--- config.mk ---
export PLATFORM = sky130hd
export DESIGN_NAME = tac_front_flat
export DESIGN_NICKNAME = d
export VERILOG_FILES = /design/src/rtl/tac_pkg.sv /design/src/rtl/tac_if.sv /design/src/rtl/tac_front.sv /design/src/flat_wrapper.sv
export SDC_FILE = /design/constraint.sdc
export NUM_CORES = 2
export LEC_CHECK = 0
export ABC_CLOCK_PERIOD_IN_PS = 8500
export BUFFER_PORTS_ARGS = -buffer_cell sky130_fd_sc_hd__clkbuf_2
export CAP_MARGIN = 40
export CORE_MARGIN = 2
export CORE_UTILIZATION = 57
export CTS_BUF_LIST = sky130_fd_sc_hd__clkbuf_4
export CTS_CLUSTER_DIAMETER = 30
export DETAILED_ROUTE_END_ITERATION = 8
export HOLD_SLACK_MARGIN = 0.1
export PLACE_DENSITY = 0.76
export REMOVE_ABC_BUFFERS = 1
export SYNTH_ARGS = -nofsm -noshare
export SYNTH_HDL_FRONTEND = slang
export SYNTH_SLANG_ARGS = --single-unit
export TNS_END_PERCENT = 1
--- constraint.sdc ---
create_clock -name clk -period 8.5 [get_ports clk]
set_input_delay 1.7 -clock clk [delete_from_list [all_inputs] [get_ports clk]]
set_output_delay 1.7 -clock clk [all_outputs]
set_load 0.02 [all_outputs]
--- src/rtl/tac_pkg.sv ---
package tac_pkg;

    localparam int AXIS_W              = 16;
    localparam int ANGLE_W             = 16;
    localparam int SQ_W                = 32;
    localparam int ROOT_W              = 32;
    localparam int REM_W               = 36;
    localparam int XY_W                = 36;
    localparam int Z_W                 = 34;
    localparam int ATAN_W              = 30;
    localparam int CORDIC_STEPS        = 24;
    localparam int STEP_W              = 5;
    localparam int ANGLE_FRAC_BITS_DEF = 8;
    localparam int DEG_NUM             = 18000;
    localparam int DEG_NUM_W           = 15;
    localparam int HALF_DEN            = 157;
    localparam int DEN_SHIFT           = 30;

    localparam logic signed [Z_W-1:0] HALF_PI_Q30 = 34'sd1686629713;

    // one sample with its squared components, as queued between front and back
    typedef struct packed {
        logic signed [AXIS_W-1:0] ax;
        logic signed [AXIS_W-1:0] ay;
        logic signed [AXIS_W-1:0] az;
        logic [SQ_W-1:0]          sqx;
        logic [SQ_W-1:0]          sqy;
        logic [SQ_W-1:0]          sqz;
        logic                     zero;
    } tac_item_t;

    // per-cycle commands from the sequencer to the axis lanes
    typedef struct packed {
        logic              load;
        logic              sqrt_step;
        logic              rot;
        logic              cordic_step;
        logic [STEP_W-1:0] idx;
        logic              conv1;
        logic              conv2;
    } tac_lane_ctl_t;

    // atan(2^-i) in Q30 radians
    function automatic logic [ATAN_W-1:0] atan_q30(input logic [STEP_W-1:0] i);
        logic [ATAN_W-1:0] r;
        case (i)
            5'd0:    r = 30'd843314857;
            5'd1:    r = 30'd497837829;
            5'd2:    r = 30'd263043837;
            5'd3:    r = 30'd133525159;
            5'd4:    r = 30'd67021687;
            5'd5:    r = 30'd33543516;
            5'd6:    r = 30'd16775851;
            5'd7:    r = 30'd8388437;
            5'd8:    r = 30'd4194283;
            5'd9:    r = 30'd2097149;
            5'd10:   r = 30'd1048576;
            5'd11:   r = 30'd524288;
            5'd12:   r = 30'd262144;
            5'd13:   r = 30'd131072;
            5'd14:   r = 30'd65536;
            5'd15:   r = 30'd32768;
            5'd16:   r = 30'd16384;
            5'd17:   r = 30'd8192;
            5'd18:   r = 30'd4096;
            5'd19:   r = 30'd2048;
            5'd20:   r = 30'd1024;
            5'd21:   r = 30'd512;
            5'd22:   r = 30'd256;
            5'd23:   r = 30'd128;
            default: r = '0;
        endcase
        return r;
    endfunction

endpackage

--- src/rtl/tac_if.sv ---
interface tac_in_if;
    logic                              valid;
    logic                              ready;
    logic signed [tac_pkg::AXIS_W-1:0] accel_x;
    logic signed [tac_pkg::AXIS_W-1:0] accel_y;
    logic signed [tac_pkg::AXIS_W-1:0] accel_z;

    modport source (output valid, output accel_x, output accel_y, output accel_z,
                    input ready);
    modport sink   (input valid, input accel_x, input accel_y, input accel_z,
                    output ready);
endinterface


--- src/rtl/tac_front.sv ---
module tac_front (
    input  logic                clk,
    input  logic                rst_n,
    tac_in_if.sink              sample,
    input  logic                full,
    output logic                push,
    output tac_pkg::tac_item_t  item
);

    logic                              hold_valid_reg;
    logic                              hold_valid_next;
    logic signed [tac_pkg::AXIS_W-1:0] ax_reg;
    logic signed [tac_pkg::AXIS_W-1:0] ay_reg;
    logic signed [tac_pkg::AXIS_W-1:0] az_reg;
    logic                              take;

    assign sample.ready = !hold_valid_reg || !full;
    assign take         = sample.valid && sample.ready;
    assign push         = hold_valid_reg && !full;

    always_comb
    begin
        hold_valid_next = hold_valid_reg;
        if (take)
        begin
            hold_valid_next = 1'b1;
        end
        else if (push)
        begin
            hold_valid_next = 1'b0;
        end
    end

    always_ff @(posedge clk or negedge rst_n)
    begin
        if (!rst_n)
        begin
            hold_valid_reg <= 1'b0;
        end
        else
        begin
            hold_valid_reg <= hold_valid_next;
        end
    end

    always_ff @(posedge clk)
    begin
        if (take)
        begin
            ax_reg <= sample.accel_x;
            ay_reg <= sample.accel_y;
            az_reg <= sample.accel_z;
        end
    end

    // classify: squares at full width and the all-zero flag
    always_comb
    begin
        item.ax   = ax_reg;
        item.ay   = ay_reg;
        item.az   = az_reg;
        item.sqx  = unsigned'(tac_pkg::SQ_W'(ax_reg) * tac_pkg::SQ_W'(ax_reg));
        item.sqy  = unsigned'(tac_pkg::SQ_W'(ay_reg) * tac_pkg::SQ_W'(ay_reg));
        item.sqz  = unsigned'(tac_pkg::SQ_W'(az_reg) * tac_pkg::SQ_W'(az_reg));
        item.zero = (ax_reg == '0) && (ay_reg == '0) && (az_reg == '0);
    end

endmodule

--- src/flat_wrapper.sv ---
// flat-port wrapper written by rule: the top's interface ports become plain ports
module tac_front_flat 
  (clk, rst_n, full, push, item, sample_valid, sample_accel_x, sample_accel_y, sample_accel_z, sample_ready);
  tac_in_if sample_i ();
  input  logic clk;
  input  logic rst_n;
  input  logic full;
  output logic push;
  output tac_pkg::tac_item_t item;
  input wire logic [$bits(sample_i.valid)-1:0] sample_valid;
  input wire logic [$bits(sample_i.accel_x)-1:0] sample_accel_x;
  input wire logic [$bits(sample_i.accel_y)-1:0] sample_accel_y;
  input wire logic [$bits(sample_i.accel_z)-1:0] sample_accel_z;
  output wire logic [$bits(sample_i.ready)-1:0] sample_ready;
  assign sample_i.valid = sample_valid;
  assign sample_i.accel_x = sample_accel_x;
  assign sample_i.accel_y = sample_accel_y;
  assign sample_i.accel_z = sample_accel_z;
  assign sample_ready = sample_i.ready;
  tac_front u_core (.clk(clk), .rst_n(rst_n), .sample(sample_i), .full(full), .push(push), .item(item));
endmodule
# Yosys cells after proc, flatten, opt, wreduce, memory -nomap -nowiden
# Index checks and enable logic that the tools add are counted.
# word_totals
output_inout_bits	147
mem_bits_rw	0
ff_bits	49
latchBits	0
romBits	0
input_bits	52
n_memories	0
word_cells	20
# classes
div_mod_pow	0
shift	0
bitwise	0
add_sub_neg	0
multipliers	3
mux	2
eq_ne	0
magnitude_cmp	0
reduce_logical	11
# op_table
operator	count
$mul 16x16->32	3
$logic_not 16->1	3
$logic_and 1x1->1	4
$logic_not 1->1	2
$mux 1	2
$reduce_bool 2->1	1
$logic_or 1x1->1	1

# Logic depth before layout (Yosys ltp)
# logic_depth
word_depth	4
ltp_mapped	26
mapped_depth_nobuf	23

# Worst setup path before layout
# OpenSTA, ideal clock, no wires.
# synth_timing
kind	reg-to-output
from	register u_core.az_reg[15] in the netlist's numbering
to	output item[32] in the netlist's numbering
arrival_ns	6.401
setup_slack_ns	0.399
path_stages_with_launch	21
required_time_ns	6.800
n_path_buf	2
cell_sequence	edfxtp_1 clkbuf_1 clkbuf_1 nand2_1 fa_1 inv_1 fa_1 fa_1 fa_1 fa_1 inv_1 fa_1 inv_1 ha_1 nand4_1 or3_1 a31oi_1 o2111ai_1 a31oi_1 mux2i_1 o311ai_0
# synth_rtl
element	line_no	rtl
start: declaration	tac_front.sv:14	logic signed [tac_pkg::AXIS_W-1:0] az_reg;
start signal: assignment	tac_front.sv:52	az_reg <= sample.accel_z;
end: declaration	flat_wrapper.sv:9	output tac_pkg::tac_item_t item;

==> run metrics <==
die area=roughly 52000 sq um; Final nets=~4400; Crit Path Class=register to output pin; pre-CTS setup slack=roughly 170 ps; status=complete, no violations; Area Overhead vs Synth=14.35%; Setup WS post-layout=around 9.2 ps; number of global-route vias before repair=22710; MaxCap Viol Count=0; Worst Tran Pin Value=759.7 ps; DRC Markers=0; Final Hold Slack=between 500 and 600 ps; Synth cell types=74; Post-Syn Area=~29000 sq um; max_slew headroom=49.35%; global-route wire length before repair=around 110000 um; post-placement cell count=between 3000 and 4000; Core Area=between 40000 and 50000 sq um; total number of vias=21110; Final ANT Viol Nets=0; post-detailed-routing wire length=~70000 um; largest net degree at the start of global routing=between 40 and 50; Seq/Total Area, Yosys=5.117%; IO Pins=199; Final Cycle Share=99.89%; clock buffer count from CTS=5; Multi-input gate area=23990 sq um; CP Launch Type=register; FF+latch area=~1500 sq um; DP HPWL=roughly 58000 um; Critical Path Sink Type=output pin; crit-path cells=buf_6, buf_12, nand2_1, fa_1, fa_1, fa_1, inv_1, fa_1, fa_1, inv_1, fa_1, inv_1, ha_4, a21o_1, a31oi_4, o311a_1, and3_4, a211oi_4, o41ai_4, or4b_4, o311ai_4, buf_6; Post-synth top cells=970 x inv_1, 704 x fa_1, 269 x ha_1; Placer Congestion=between 0.9 and 1; Ys Warns=0; Hold Crit Class=register to register; Critical Path Max Stage Delay=between 500 and 600 ps; DRT iter0 DRCs=roughly 1200; TritonRoute pass-1 iters=5; CTS clk-pin slew, worst paths=roughly 220 ps; Synth area leaders=fa_1 49%, inv_1 13%, ha_1 12%; Final Hold Viols=0; most frequent CP cell=fa_1; Global Route Usage Sum=~27%; initial antenna violation count=5; endpoints failing setup=0; largest area contributor in the netlist=fa_1; CTS tree=yes; Synth async-reset ratio=approximately 2.0%; flops & latches, synth=49; hold buffers post-CTS=0; number of synthesized flops with an enable pin=between 40 and 50; clock buffer depth=2; CP required=roughly 6800 ps; Final Non-Filler Cells=~4100; mean area per synthesized cell=9.369 sq um; Synth Instances=a little over 3000; crit path DAT=~6800 ps; unrepaired setup endpoints after global routing=yes; TritonCTS Sinks=49; f_max=between 100 and 150 MHz; die height=~230 um; # rows=between 80 and 90; remaining global-route overflow=0; crit path time final=8491 ps; Via density=about 5.2; Root Driver=clkbuf_4; # port buffers=between 150 and 200; Fill cells=between 3000 and 4000; number of H-tree levels=2; clock latency on the worst-skew pair=between 400 and 500 ps; ys flop type=edfxtp_1; Worst Hold Depth=2; routed len/inst=about 17 um; count leader, synth=inv_1; share of layout cells above drive strength 1=between 10% and 20%; Final Max Tran Viols=0; Starting Density=between 50% and 60%; Setup Skew=~51 ps; Yosys top cell area share=roughly half; Die Width=around 230 um; Worst Reg-to-Reg Cells=3; Max FO, Critical Path=8; Max stage delay cell, worst path=edfxtp_1
layout by cell type (no fill, tap or decap), types with 6 or more instances in the layout:
master	Yosys	layout
buf_2	1	7
nor2b_1	12	12
ha_4	0	23
nor3_1	18	17
nor2_2	0	6
nand2_2	0	10
edfxtp_1	48	48
fa_1	704	676
xor2_1	31	31
a21oi_1	60	52
o21bai_1	15	15
ha_1	269	241
and3_1	8	7
and2_4	0	7
fa_2	0	28
and2_1	124	115
nand4_1	13	13
o21a_1	7	7
o21ai_0	23	15
clkbuf_2	0	178
a31o_2	12	12
nand2b_1	15	15
nor2_1	113	102
buf_4	6	196
nand3_1	18	14
a31oi_1	11	7
a21o_1	44	43
buf_6	1	20
a211oi_1	7	6
nand2_1	245	235
inv_1	970	954
a21oi_2	0	8
inv_2	0	13
o21ai_1	4	8
xnor2_1	95	93
nor4_1	12	11
or2_2	6	6
timing repair:
action / CTS / global route
endpoints found under the setup margin: 21 / 36
resized for setup: 46 / 181
cloned: 0 / 1
pin swaps: 13 / 61
buffers inserted: 69 / 53
path summary, 6_finish.rpt:
check                      slack, ps                              start                                end
max                                9         u_core.az_reg[5]$_DFFE_PP_                           item[31]
min                              560  u_core.hold_valid_reg$_DFFE_PN0P_  u_core.hold_valid_reg$_DFFE_PN0P_
max reg2reg                     6810  u_core.hold_valid_reg$_DFFE_PN0P_         u_core.ax_reg[5]$_DFFE_PP_
min reg2reg                      560  u_core.hold_valid_reg$_DFFE_PN0P_  u_core.hold_valid_reg$_DFFE_PN0P_
max in group asynchronous       7480                              rst_n  u_core.hold_valid_reg$_DFFE_PN0P_
min in group asynchronous        940                              rst_n  u_core.hold_valid_reg$_DFFE_PN0P_
stage by stage:
| stage | area, sq um | TNS [ps] | util, % |
|---|---|---|---|
| 2_1_floorplan | 28290 | 0 | - |
| 3_3_place_gp | 30790 | 0 | 61.76 |
| 3_5_place_dp | 30790 | 0 | 61.76 |
| 4_1_cts | 31620 | -44.35 | 63.41 |
| 5_1_grt | 32770 | -1575 | 65.71 |
| 6_report | 32770 | 0 | 65.72 |
critical path, delay by kind of cell, from the launching register on:
family	cells	cell delay [ps]
adders and majority gates	7	3180
and+or+nand+nor	3	850
DFF	1	570
buffers and inverters	6	630
AOI/OAI and AO/OA	6	1060
routing by layer:
metal | GRT usage, % | vias to the layer above | share of wire, %
met3 | 5.263 | 119 | 6.7
met4 | 7.026 | 2 | 2.9
met1 | 35.16 | 10680 | 40
li1 | - | 9619 | -
met5 | 0 | - | 0.019
met2 | 47.52 | 693 | 51
final cells by class:
cell class | instances | area share, %
Multi-Input combinational cell | 1950 | 73.22
Tap cell | 672 | 2.566
Antenna cell | 4 | 0.03054
Clock buffer | 5 | 0.1145
Clock inverter | 3 | 0.08781
Timing Repair Buffer | 407 | 8.354
Inverter | 971 | 11.16
Sequential cell | 49 | 4.475
cells by family after synthesis:
kind of cell,after synthesis,synth area share [%]
AO/OA/AOI/OAI,240,5.898
XOR/XNOR,126,3.851
adder cells (fa/ha/maj),973,60.92
buffers and inverters,1062,14.02
flip-flops,49,5.117
multiplexers,6,0.2139
other,1,0.01308
AND/OR/NAND/NOR,602,9.971
Power is not shown: default switching activity piles up to over one toggle a cycle in this logic, so the estimate is an artifact.
