## src/rtl/tac_pkg.sv

```systemverilog
package tac_pkg;

    localparam int AXIS_W              = 16;
    localparam int ANGLE_W             = 16;
    localparam int SQ_W                = 32;
    localparam int ROOT_W              = 32;
    localparam int REM_W               = 36;
    localparam int XY_W                = 36;
    localparam int Z_W                 = 34;
    localparam int ATAN_W              = 30;
    localparam int CORDIC_STEPS        = 24;
    localparam int STEP_W              = 5;
    localparam int ANGLE_FRAC_BITS_DEF = 8;
    localparam int DEG_NUM             = 18000;
    localparam int DEG_NUM_W           = 15;
    localparam int HALF_DEN            = 157;
    localparam int DEN_SHIFT           = 30;

    localparam logic signed [Z_W-1:0] HALF_PI_Q30 = 34'sd1686629713;

    // one sample with its squared components, as queued between front and back
    typedef struct packed {
        logic signed [AXIS_W-1:0] ax;
        logic signed [AXIS_W-1:0] ay;
        logic signed [AXIS_W-1:0] az;
        logic [SQ_W-1:0]          sqx;
        logic [SQ_W-1:0]          sqy;
        logic [SQ_W-1:0]          sqz;
        logic                     zero;
    } tac_item_t;

    // per-cycle commands from the sequencer to the axis lanes
    typedef struct packed {
        logic              load;
        logic              sqrt_step;
        logic              rot;
        logic              cordic_step;
        logic [STEP_W-1:0] idx;
        logic              conv1;
        logic              conv2;
    } tac_lane_ctl_t;

    // atan(2^-i) in Q30 radians
    function automatic logic [ATAN_W-1:0] atan_q30(input logic [STEP_W-1:0] i);
        logic [ATAN_W-1:0] r;
        case (i)
            5'd0:    r = 30'd843314857;
            5'd1:    r = 30'd497837829;
            5'd2:    r = 30'd263043837;
            5'd3:    r = 30'd133525159;
            5'd4:    r = 30'd67021687;
            5'd5:    r = 30'd33543516;
            5'd6:    r = 30'd16775851;
            5'd7:    r = 30'd8388437;
            5'd8:    r = 30'd4194283;
            5'd9:    r = 30'd2097149;
            5'd10:   r = 30'd1048576;
            5'd11:   r = 30'd524288;
            5'd12:   r = 30'd262144;
            5'd13:   r = 30'd131072;
            5'd14:   r = 30'd65536;
            5'd15:   r = 30'd32768;
            5'd16:   r = 30'd16384;
            5'd17:   r = 30'd8192;
            5'd18:   r = 30'd4096;
            5'd19:   r = 30'd2048;
            5'd20:   r = 30'd1024;
            5'd21:   r = 30'd512;
            5'd22:   r = 30'd256;
            5'd23:   r = 30'd128;
            default: r = '0;
        endcase
        return r;
    endfunction

endpackage

```

## src/rtl/tac_queue.sv

```systemverilog
module tac_queue (
    input  logic                clk,
    input  logic                rst_n,
    input  logic                push,
    input  tac_pkg::tac_item_t  push_item,
    input  logic                pop,
    output logic                full,
    output logic                not_empty,
    output tac_pkg::tac_item_t  head
);

    tac_pkg::tac_item_t mem_reg [2];
    logic               wr_ptr_reg;
    logic               wr_ptr_next;
    logic               rd_ptr_reg;
    logic               rd_ptr_next;
    logic [1:0]         cnt_reg;
    logic [1:0]         cnt_next;

    assign full      = (cnt_reg == 2'd2);
    assign not_empty = (cnt_reg != 2'd0);
    assign head      = mem_reg[rd_ptr_reg];

    always_comb
    begin
        wr_ptr_next = push ? !wr_ptr_reg : wr_ptr_reg;
        rd_ptr_next = pop ? !rd_ptr_reg : rd_ptr_reg;
        cnt_next    = cnt_reg;
        if (push && !pop)
        begin
            cnt_next = cnt_reg + 2'd1;
        end
        else if (pop && !push)
        begin
            cnt_next = cnt_reg - 2'd1;
        end
    end

    always_ff @(posedge clk or negedge rst_n)
    begin
        if (!rst_n)
        begin
            wr_ptr_reg <= 1'b0;
            rd_ptr_reg <= 1'b0;
            cnt_reg    <= 2'd0;
        end
        else
        begin
            wr_ptr_reg <= wr_ptr_next;
            rd_ptr_reg <= rd_ptr_next;
            cnt_reg    <= cnt_next;
        end
    end

    always_ff @(posedge clk)
    begin
        if (push)
        begin
            mem_reg[wr_ptr_reg] <= push_item;
        end
    end

endmodule

```

## config.mk

```make
export PLATFORM = sky130hd
export DESIGN_NAME = tac_queue
export DESIGN_NICKNAME = d
export VERILOG_FILES = /design/src/rtl/tac_pkg.sv /design/src/rtl/tac_queue.sv
export SDC_FILE = /design/constraint.sdc
export NUM_CORES = 1
export LEC_CHECK = 0
export BUFFER_PORTS_ARGS = -buffer_cell sky130_fd_sc_hd__buf_2
export CORE_AREA = 2 2 150 152
export DETAILED_ROUTE_END_ITERATION = 8
export DIE_AREA = 0 0 152 154
export PLACE_DENSITY = 0.76
export SLEW_MARGIN = 20
export SYNTH_ARGS = -nofsm -noshare
export SYNTH_HDL_FRONTEND = slang
export SYNTH_SLANG_ARGS = --single-unit
export TNS_END_PERCENT = 5
```

## constraint.sdc

```tcl
create_clock -name clk -period 8.79 [get_ports clk]
set_input_delay 0.879 -clock clk [delete_from_list [all_inputs] [get_ports clk]]
set_output_delay 0.879 -clock clk [all_outputs]
set_load 0.03 [all_outputs]
```

After elaboration in Yosys (flattened, before gate mapping)

Memory sizes are Yosys's and may differ from the RTL's.
Index checks and enable logic that the tools add are counted.

Register bits: 4
Memory bits (writable): 290
Output and inout port bits: 147
Logic and storage cells: 19
Memories: 1

Memory list:

| memory  | depth | width | rd ports | clocked after Yosys merged registers in | wr ports | RTL line        | source |
|---|---|---|---|---|---|---|---|
| mem_reg | 2     | 145   | 1        | 0                                       | 1        | tac_queue.sv:12 | `tac_pkg::tac_item_t mem_reg [2];` |

Add/subtract/negate cells: 2
Eq/ne operators: 1
Mux-type cells: 4
Reduce and logical (&&, ||, !) cells: 8

Operators with widths:

| operator                                                           | count |
|---|---|
| 1-bit zero test                                                    | 4 |
| 2-bit 2-to-1 mux                                                   | 2 |
| 2-bit nonzero test                                                 | 2 |
| 2-bit by 1-bit adder with 2-bit output, second input constant      | 1 |
| 2-bit equality test, second input constant                         | 1 |
| 1-bit logical AND                                                  | 2 |
| 1-bit 2-to-1 mux                                                   | 2 |
| 2-bit by 1-bit subtractor with 2-bit output, second input constant | 1 |

Longest topological paths before layout

Gate-level depths: netlist of the first run.

Depth after elaboration: 4
Mapped depth: 5
Mapped depth without buffers: 5

Worst setup path after synthesis of the first run

OpenSTA, ideal clock, no wires.

Path type: input to register
Start point: input push
End point: memory mem_reg[0][0] in the netlist's numbering, enable pin
Arrival time: 7.153 ns
Slack: 0.968 ns
Stages on the path: 1
Buffers on the path: 0
Cells stage by stage: nor2b_1

Longest elaborated chain between the ends: 2

Ends and longest elaborated chain:

| what                                   | RTL line        | source |
|---|---|---|
| from (decl)                            | tac_queue.sv:4  | `input logic push,` |
| 1-bit 2-to-1 mux                       | tac_queue.sv:57 | `if (push)` |
| 1-bit 2-to-1 mux (not written as such) | tac_queue.sv:59 | `mem_reg[wr_ptr_reg] <= push_item;` |
| to (decl)                              | tac_queue.sv:12 |  |

Every way passes these cells.

==> results.txt, run 1 <==
- Number of inserted filler cells in the final layout: 1576
- Leakage: 5.068 nW
- The synthesized netlist contains 13 unique library cells.
- CTS HTree Levels: 1
* Maxcap violations: 0
- In this run the tool buffered the top-level ports with 295 buffer cells.
* Die area: 23410 µm²
* Clock tree from TritonCTS: yes
- Combinational Power Share: 32.7%
* Period utilization: 43.36%
* Footprint of the multi-input gates: 1728 µm²
- Following the worst setup path forward leads to its endpoint at head[68].
- Critical-path cell list: buf_6 > mux2_2 > buf_2
- Outcome: finished clean
- The number of placed instances, taps included, is 1032.
- Clock latency on the worst-skew pair, taken at its later pin, is 0.53 ns.
* Number of buffers added by the clock tree synthesis step: 30
* Synth Area per Inst: 22.99 µm²
- The congestion estimate from routability-driven global placement came to 0.7705.
- The initial utilization of the core area, before any placement, comes to 49.50%.
- When the netlist entered floorplanning its net count stood at 617.
* PostCTS Resize Cnt: 0
- The Yosys step of the flow raised 0 warnings.
- Before antenna repair, the detailed router went through 4 iterations.
* Final number of max-transition violations: 0
* Root buffer cell: clkbuf_16
- The initial antenna violation count came to 3.
* Final Net Count: 934
- Yosys reg bits: 294
- The register with the most flip-flops in the layout has 290 of them.
- STA classifies the critical path endpoint as an output pin.
* Row cnt: 54
* Sequential fraction of design power: 41.2%
* Worst Reg-to-Reg Cells: 2
- In this design, the stage delay of the slowest critical-path cell is 1.00 ns.
* Kind of path behind the tightest hold check: input pin to async pin
* Max FO, Critical Path: 84
- Summed over all failing endpoints, the final setup total negative slack is 0 ns.
* NetSw: 0.001651 W
* Overflow left after global routing: 0
* Drt total wl: 20430 µm
- Between clock sinks in the finished design, the worst skew comes to 0.007818 ns.
- The worst setup path is of the flop to output pin kind.
- Sort of element at the start of the critical path: flop
- Part of the power in the clock network: 26.2%
- In this run the count of I/O pins placed on the die edge is 296.
- Cells with a size suffix above 1 make up 61.14% of the layout.
- Critical Path Slowest Stage Cell: dfrtp_4
- Setup violations remaining at the end of the flow were counted as 0.
* Critical Path Start: rd_ptr_reg
- Detail Route Antenna Nets: 0
- Hold violation count in the final report: 0
- Buffers inserted to repair hold after CTS numbered 0.
- Sequential cells were found to cover 82.05% of the synthesized design area.
* Relative area change from synthesis to final layout: 25.00%
- Total power density per cell area: 358.2 nW/µm²
- The floorplan step set the die width to 152 µm.
- Endpoint of the worst-slack reg-to-reg timing path: rd_ptr_reg
* Critical path data arrival time: 2.93 ns
* Vias in the first global route: 5705
* Final core utilization: 61.87%
- The HPWL after detailed placement is 13220 µm.
- Via total after detailed routing: 5436
- The worst register-to-register path begins at rd_ptr_reg.
- The tree built by TritonCTS fans out to 294 sinks.
- Int Pwr: 0.003156 W
- In the final layout, flip-flops and latches occupy 8812 µm².
* Time the final worst path needs with I/O delays and setup: 3.811 ns
- Final cell count without fillers: 1091
- Setup slack, reg-to-reg: 6.74 ns
- After clock tree synthesis, the clock-pin slew on the worst setup and hold paths is 0.06 ns.
- Gate Count Post-Synth: 467
- Average wire per standard cell: 18.72 µm
* Transition time at the pin with the least slew margin: 0.9276 ns
* # Post-CTS Setup Buffers: 0
- Overall Global Routing Usage: 16.78%
- Worst-case clock buffer depth: 3
- Height of the die: 154 µm
- Max-slew headroom at the worst pin: 38.16%
- Pin count of the biggest net entering global routing: 85
- The synthesized netlist occupies a cell area of 10740 µm².
- IR Drop Worst-Case VDD: 258.3 µV
- For this block, the initial DRC count from the detailed router was 300.
* Number of vias per cell after detailed routing: 4.983
* Highest clock frequency the design can meet: 262.4 MHz
- RSZ-0062 raised after global routing: no
* Switching part of the total power: 34.35%
* Required time of the critical path: 7.91 ns
* Core area: 21690 µm²
- DRC errors left: 0
- The first global-routing pass estimated 30930 µm of wire.
-- cell families (layout without fill, tap and decap cells) --
family | Yosys count | after routing | synth area share (%)
and+or+nand+nor | 5 | 5 | 0.2681
xor gates and xnor gates | 5 | 5 | 0.4079
DFF | 294 | 294 | 82.05
adders and majority gates | 1 | 1 | 0.1165
muxes | 145 | 145 | 15.21
other | 0 | 3 | 0
buffers and inverters | 17 | 358 | 1.946
-- synth_stat cells, drive strengths merged --
master | count | area share [%]
or2 | 1 | 0.058
xor2 | 4 | 0.33
inv | 1 | 0.035
ha | 1 | 0.12
nor2b | 2 | 0.12
dfrtp | 4 | 0.93
nor2 | 1 | 0.035
clkbuf | 10 | 1.3
buf | 6 | 0.63
mux2 | 145 | 15
edfxtp | 290 | 81
and2 | 1 | 0.058
xnor2 | 1 | 0.082
-- cells in the final DEF (no fill, tap or decap) --
| cell | synthesis | layout |
|---|---|---|
| or2_2 | 1 | 1 |
| clkinvlp_4 | 0 | 1 |
| xor2_1 | 4 | 4 |
| bufinv_16 | 0 | 4 |
| nor2_1 | 1 | 1 |
| buf_6 | 6 | 1 |
| clkinv_1 | 0 | 9 |
| clkinv_2 | 0 | 7 |
| clkbuf_1 | 0 | 3 |
| xnor2_1 | 1 | 1 |
| diode_2 | 0 | 3 |
| mux2_2 | 145 | 145 |
| edfxtp_1 | 290 | 290 |
| dfrtp_1 | 4 | 3 |
| buf_4 | 0 | 5 |
| and2_4 | 0 | 1 |
| clkbuf_16 | 0 | 31 |
| inv_1 | 1 | 1 |
| inv_6 | 0 | 1 |
| nor2b_4 | 0 | 1 |
| buf_2 | 0 | 295 |
| nor2b_1 | 2 | 1 |
| ha_1 | 1 | 1 |
| dfrtp_4 | 0 | 1 |
-- power groups by stage --
stage                     combinational, W  clock [W]  sequential [W]
final                              0.00157    0.00126         0.00198
after global routing               0.00166    0.00134         0.00201
after CTS                          0.00160    0.00129         0.00199
after detailed placement           0.00159          0         0.00201
after global placement             0.00158          0         0.00200
after floorplan                    0.00127          0         0.00198
-- worst min-delay path by stage --
stage	slack [ns]	depth (start not counted)	endpoint
final	0.14	1	wr_ptr_reg
after global routing	0.12	1	wr_ptr_reg
after CTS	0.12	1	wr_ptr_reg
after detailed placement	0.47	1	cnt_reg[1]
after global placement	0.48	1	cnt_reg[1]
after floorplan	0.45	1	cnt_reg[1]
-- per-stage QoR --
step                      hold WS (ns)  worst slack (ns)  cell area (µm²)  total power (W)
after global routing            0.1191             4.819            13410         0.005008
after floorplan                 0.4474            0.9680            10740         0.003252
after CTS                       0.1157             4.631            13410         0.004868
after global placement          0.4754             5.197            12420         0.003578
final                           0.1386             4.979            13420         0.004807
after detailed placement        0.4660             5.218            12420         0.003601
-- per-layer routing --
| metal | up-vias | share of wire [%] | global-route usage [%] |
|---|---|---|---|
| met4 | 0 | 3.2 | 6.008 |
| met5 | - | 0 | 0 |
| met3 | 42 | 7.5 | 5.242 |
| met2 | 213 | 51 | 28.89 |
| li1 | 2509 | - | - |
| met1 | 2672 | 39 | 20.05 |
-- area by class of cell --
cell class                 instances  area share, %
antenna                            3        0.05594
clock buffer                      34          5.865
clock inverter                    22          1.529
inverter                           1        0.02797
multi-input combinational        156          12.88
sequential                       294          65.67
tap                              280          2.611
timing repair buffer             301          11.37
-- worst max-delay path: cells and delay by family (launching register included) --
kind                   cells  cell delay (ns)
muxes                      1             0.43
DFF                        1             1.00
buffers and inverters      2             0.88
No activity file was read; power rests on OpenSTA's default activity.
==> inputs of run 2 (changes only) <==
clock period = 3.9 ns   (was 8.79 ns; I/O delays follow)
==> run 2 against run 1 <==
- largest power group unchanged
- critical endpoint is now head[97]
- combinational power grew 130%
- sequential share of layout area shrank 0.29 points
- design area grew 0.44%
- sequential cell count is the same
==> results.txt, run 2 (synthesis gave the netlist of run 1 again) <==
* Highest clock frequency the design can meet: 350.0 MHz
- After the last flow step, the layout net total stands at 934.
- For the worst-skew pair, the clock arrives at the later sink with an insertion delay of 0.55 ns.
* Die area: 23410 µm²
- Wire length of the first global-routing pass: 30610 µm
- Final RePlAce weighted congestion: 0.7238
- CP max stage delay: 0.87 ns
- The first detailed-routing pass ran for 6 iterations.
* Final core utilization: 62.14%
- Drt total wl: 19900 µm
* Critical Path Slowest Stage Cell: dfrtp_4
- Crit path depth: 3
- The number of hold-slack violations in the final timing report was 0.
- The analysis attributes to net switching a power of 0.003693 W.
* Worst Reg-to-Reg Cells: 2
- Leaving out fill and tap cells, the most frequent cells in the layout are buf_2, edfxtp_1, mux2_2, clkbuf_16.
- STA puts the critical path data arrival time at 2.47 ns.
- Critical Path Start: rd_ptr_reg
* Most crowded layer after global routing: met2
- The worst setup path is captured at an output pin.
- Combinational Power Share: 32.7%
- Row cnt: 54
- Number of setup violations in the final report: 0
- The final critical path takes up 73.27% of the cycle.
* RSZ-0062 raised after global routing: no
- Root buffer cell: clkbuf_16
- Part of the power in the clock network: 26.8%
- Critical-path cell list: buf_4 > mux2_2 > buf_2
- Number of instances in the placed design: 1032
- For the pin with the worst max-slew slack, the measured transition is 1.020 ns.
- Worst hold margin: 0.02997 ns
* Number of vias per cell after detailed routing: 4.980
- Pin placement for this block handled 296 I/O pins.
- Overflow left after global routing: 0
* # Post-CTS Setup Buffers: 0
- Switching part of the total power: 33.75%
* Total power density per cell area: 811.9 nW/µm²
* Kind of path behind the tightest hold check: input pin to flop
- Clock sink total: 294
- The endpoint identified for the worst register-to-register timing path is mem_reg[0][3].
* Sequential fraction of design power: 40.5%
- Dividing the detail-routed wire length by the instance count gives 18.27 µm.
- At the placement stage, the worst setup path has a slack of 1.555 ns.
- The clock arrives with 0.01895 ns of skew.
* Vias in the first global route: 5751
* Leakage: 5.096 nW
* Clock tree from TritonCTS: yes
- In the global route stage, met1 resource usage came out at 19.68%.
- Die boundary width: 152 µm
* Int Pwr: 0.007250 W
- DRC errors left: 0
- Among cell families on the critical path, the largest total delay comes from flip-flops.
- R2r startpoint: wr_ptr_reg
- Outcome: finished clean
* Required time of the critical path: 3.51 ns
- Leading cell type in the layout, fill and taps excluded: buf_2
- Initial standard-cell utilization of the core: 49.50%
- Number of antenna violations at the first check in global routing: 3
- Max-slew headroom at the worst pin: 32.01%
- Final cell count without fillers: 1089
- Detail Route Antenna Nets: 0
- Smallest setup slack after layout: 1.043 ns
* Overall Global Routing Usage: 16.53%
* Pin count of the biggest net entering global routing: 97
- Relative area change from synthesis to final layout: 25.55%
- The post-route netlist has 61.34% of its cells at a drive strength greater than 1.
- Global routing used 27.52% of the available met2 tracks.
- Time the final worst path needs with I/O delays and setup: 2.857 ns
* Number of buffers added by the clock tree synthesis step: 29
- Number of inserted filler cells in the final layout: 1584
* Via total after detailed routing: 5423
- The number of max-slew violations in the final report was 0.
- I/O Buffers: 295
- Min-Delay Startpoint: push_item[128]
- In the global route stage, met3 resource usage came out at 6.567%.
- IR analysis of the VDD net gives a maximum drop of 532.8 µV.
- End of the critical path: head[97]
- Setup Total Neg Slack: 0 ns
- In this run the vertical extent of the chip is 154 µm.
- Max FO, Critical Path: 46
- No sink is reached through more buffers than the 3 on the longest clock path.
- Across all register-to-register paths, the minimum setup slack is 2.15 ns.
- Across the run, the number of max-cap violations was 0.
- Counting both buffers and inverters, the worst setup path holds a total of 2.
* Detailed Place HPWL: 12880 µm
* Clock input transition at the sequential cells of the worst setup and hold paths: 0.06 ns
* Max reg flops: 290
- The core region is 21690 µm².
- In this run the number of H-tree levels came out at 1.
- STA classifies the critical path startpoint as a flop.
- Worst setup path category: flop to output pin
* DRT iter0 DRCs: 338
==> run 2: worst min path at each step <==
stage                      end  slack (ns)  depth (start not counted)
6_report       mem_reg[0][128]        0.03                          1
4_1_cts         mem_reg[1][85]       0.008                          1
3_5_place_dp        cnt_reg[1]        0.20                          1
3_3_place_gp        cnt_reg[1]        0.20                          1
5_1_grt         mem_reg[1][32]       0.005                          1
2_1_floorplan       cnt_reg[0]        0.09                          0
==> run 2: area by class of cell <==
cell class	count	area [µm²]	share of cell area, %
Tap cell	280	350.3	2.599
Antenna cell	2	5.005	0.03713
Clock inverter	20	277.8	2.061
Multi-Input combinational cell	156	1728	12.82
Timing Repair Buffer	302	1556	11.55
Inverter	1	3.754	0.02785
Sequential cell	294	8812	65.38
Clock buffer	34	744.5	5.524
==> run 2: layer usage <==
layer	up-vias	share of wire [%]
met3	48	9.9
met4	2	3.4
met1	2623	38
met5	-	0.065
met2	238	48
li1	2512	-
==> run 2: what timing repair did <==
action,in CTS,in global routing
setup endpoints to repair,0,0
resized for setup,0,0
endpoints found under the hold margin,4,0
hold buffers,1,0
==> run 2: stage by stage <==
stage          power (W)  area [µm²]
2_1_floorplan   0.007271       10740
3_3_place_gp    0.008077       12440
3_5_place_dp    0.008125       12440
4_1_cts          0.01108       13470
5_1_grt          0.01139       13480
6_report         0.01094       13480
==> run 2: power by group through the flow <==
| stage | registers, W | clock network, W | logic [W] |
|---|---|---|---|
| after global placement | 0.00448 | 0 | 0.00360 |
| after CTS | 0.00445 | 0.00300 | 0.00364 |
| after floorplan | 0.00441 | 0 | 0.00286 |
| after global routing | 0.00450 | 0.00310 | 0.00379 |
| after detailed placement | 0.00451 | 0 | 0.00362 |
| final | 0.00443 | 0.00293 | 0.00358 |
==> inputs of run 3 (changes only) <==
CORE_AREA = 2 2 155 157   (was 2 2 150 152)
DIE_AREA = 0 0 157 159   (was 0 0 152 154)
PLACE_DENSITY = 0.75   (was 0.76)
clock period = 2.48 ns   (was 3.9 ns; I/O delays follow)
==> run 3 against run 2 <==
- sequential share of layout area decreased by 6.7 points
- worst hold slack improved by 0.034 ns
- sequential power increased by 55%
- largest power group unchanged
- highest routed layer is now met4
==> results.txt, run 3 (synthesis gave the netlist of run 1 again) <==
* Max FO, Critical Path: 21
- Setup repair after global routing left no endpoint under its margin.
- Maxcap violations: 0
- Final RePlAce weighted congestion: 0.7340
- Initial standard-cell utilization of the core: 46.29%
- TritonCTS built the clock tree.
- Detail Route Antenna Nets: 0
- The number of hold-slack violations in the final timing report came to 0.
- Detailed Routing Iterations Pass 1: 6
- IR Drop Worst-Case VDD: 696.0 µV
* Endpoint of the worst-slack reg-to-reg timing path: mem_reg[1][14]
- I/O Buffers: 295
- Period utilization: 96.83%
- Relative area change from synthesis to final layout: 39.87%
- Average wire per standard cell: 17.88 µm
* Number of antenna violations at the first check in global routing: 1
- Time the final worst path needs with I/O delays and setup: 2.401 ns
- Root buffer cell: clkbuf_16
- Leading cell type in the layout, fill and taps excluded: buf_2
* Storage element area: 8812 µm²
- Pin placement for this block handled 296 I/O pins.
- The setup path with the least slack is of type flop to output pin.
- STA classifies the critical path endpoint as an output pin.
* Leakage: 5.710 nW
- Core area: 23190 µm²
- Footprint of the multi-input gates: 1728 µm²
- At the placement stage, the worst setup path has a slack of 0.6610 ns.
* R2r startpoint: wr_ptr_reg
- Setup violations remaining at the end of the flow were counted as 0.
* Final Net Count: 1090
- Number of buffers added by the clock tree synthesis step: 29
- For this run, the top clock speed supported by timing is 416.4 MHz.
* Row cnt: 56
* Critical path data arrival time: 2.15 ns
- Vias in the first global route: 6679
- The die is 159 µm tall.
- The final layout contains routed wiring with a total length of 22920 µm.
* Max reg flops: 290
- The library cells used most frequently in the layout, excluding fill and tap cells, are buf_2, edfxtp_1, dlygate4sd3_1, mux2_2, clkbuf_16.
- Worst clock skew: 0.01560 ns
* Proportion of layout cells with a drive suffix above 1: 51.46%
* DRC errors left: 0
- For the worst setup path, the data required time is 2.23 ns.
- The routed layout has 6145 vias.
- Fill cells in the final layout number 1569.
- Entering global routing, the biggest net connects 75 pins.
- The worst hold path belongs to the class input pin to async pin.
* Die area: 24960 µm²
- The later pin in the worst-skew pair is clocked with a latency of 0.53 ns.
* Total power density per cell area: 1146 nW/µm²
- Die boundary width: 157 µm
- Setup slack, reg-to-reg: 0.92 ns
- After clock tree synthesis, the clock-pin slew on the worst setup and hold paths is 0.06 ns.
- Final number of max-transition violations: 0
- STA classifies the critical path startpoint as a flop.
* Worst-case clock buffer depth: 3
- The HPWL after detailed placement is 13570 µm.
- Number of vias per cell after detailed routing: 4.793
- The worst pin sits at a relative slew slack of 70.93%.
* Outcome: finished clean
* Overflow left after global routing: 0
* Transition time at the pin with the least slew margin: 0.4361 ns
* DRT iter0 DRCs: 250
- Smallest setup slack after layout: 0.07873 ns
- Worst Reg-to-Reg Cells: 2
* Total power: 0.01721 W
* # Post-CTS Setup Buffers: 0
- Wire length of the first global-routing pass: 34880 µm
- CTS HTree Levels: 1
- Clock sink total: 294
- Overall Global Routing Usage: 17.68%
## run 3: critical path: stages (launching register included)
cell and delay, ns:
dfrtp_4 0.63, buf_12 0.22, buf_12 0.18, mux2_2 0.37, buf_2 0.19
## run 3: timing repair
| item | CTS | global route |
|---|---|---|
| hold buffers | 148 | 0 |
| hold endpoints to repair | 296 | 0 |
| gates resized for setup | 0 | 0 |
## run 3: per-layer routing
metal | track usage, % | share of wire (%) | up-vias
met3 | 4.627 | 7.6 | 46
met4 | 5.213 | 2.3 | 0
met5 | 0 | 0 | -
met1 | 20.32 | 38 | 3063
li1 | - | - | 2804
met2 | 32.18 | 52 | 232
## run 3: worst max-delay path by stage
stage                from       endpoint  slack [ns]  cells past startpoint
3_3_place_gp   rd_ptr_reg       head[70]        0.67                      4
2_1_floorplan  wr_ptr_reg  mem_reg[0][0]       -0.52                      1
6_report       rd_ptr_reg       head[70]        0.08                      4
5_1_grt        rd_ptr_reg       head[70]        0.01                      4
4_1_cts        rd_ptr_reg       head[70]        0.06                      4
3_5_place_dp   rd_ptr_reg       head[14]        0.66                      3
## run 3: final cells by class
cell class	instances	area share (%)
antenna	1	0.01667
clock buffer	42	5.158
clock inverter	11	0.6666
inverter	1	0.02500
multi-input combinational	156	11.51
sequential	294	58.69
tap	319	2.658
timing repair buffer	458	21.28
## run 3: report_power, final
part,internal (W),switching (W),total (W)
logic,0.00230,0.00395,0.00625
registers,0.00659,0.000293,0.00688
clock network,0.00236,0.00171,0.00407
total,0.0113,0.00595,0.0172
## run 3: per-stage QoR
stage | setup TNS (ns) | cells | util, % | area [µm²] | hold slack (ns)
after detailed placement | 0 | 1080 | 54.57 | 12660 | 0.06645
after floorplan | -101.66 | 467 | - | 10740 | -0.04759
final | 0 | 1282 | 64.74 | 15020 | 0.06370
after CTS | 0 | 1281 | 64.73 | 15010 | 0.04798
after global routing | 0 | 1282 | 64.74 | 15020 | 0.06791
after global placement | 0 | 1080 | 54.57 | 12660 | 0.06487
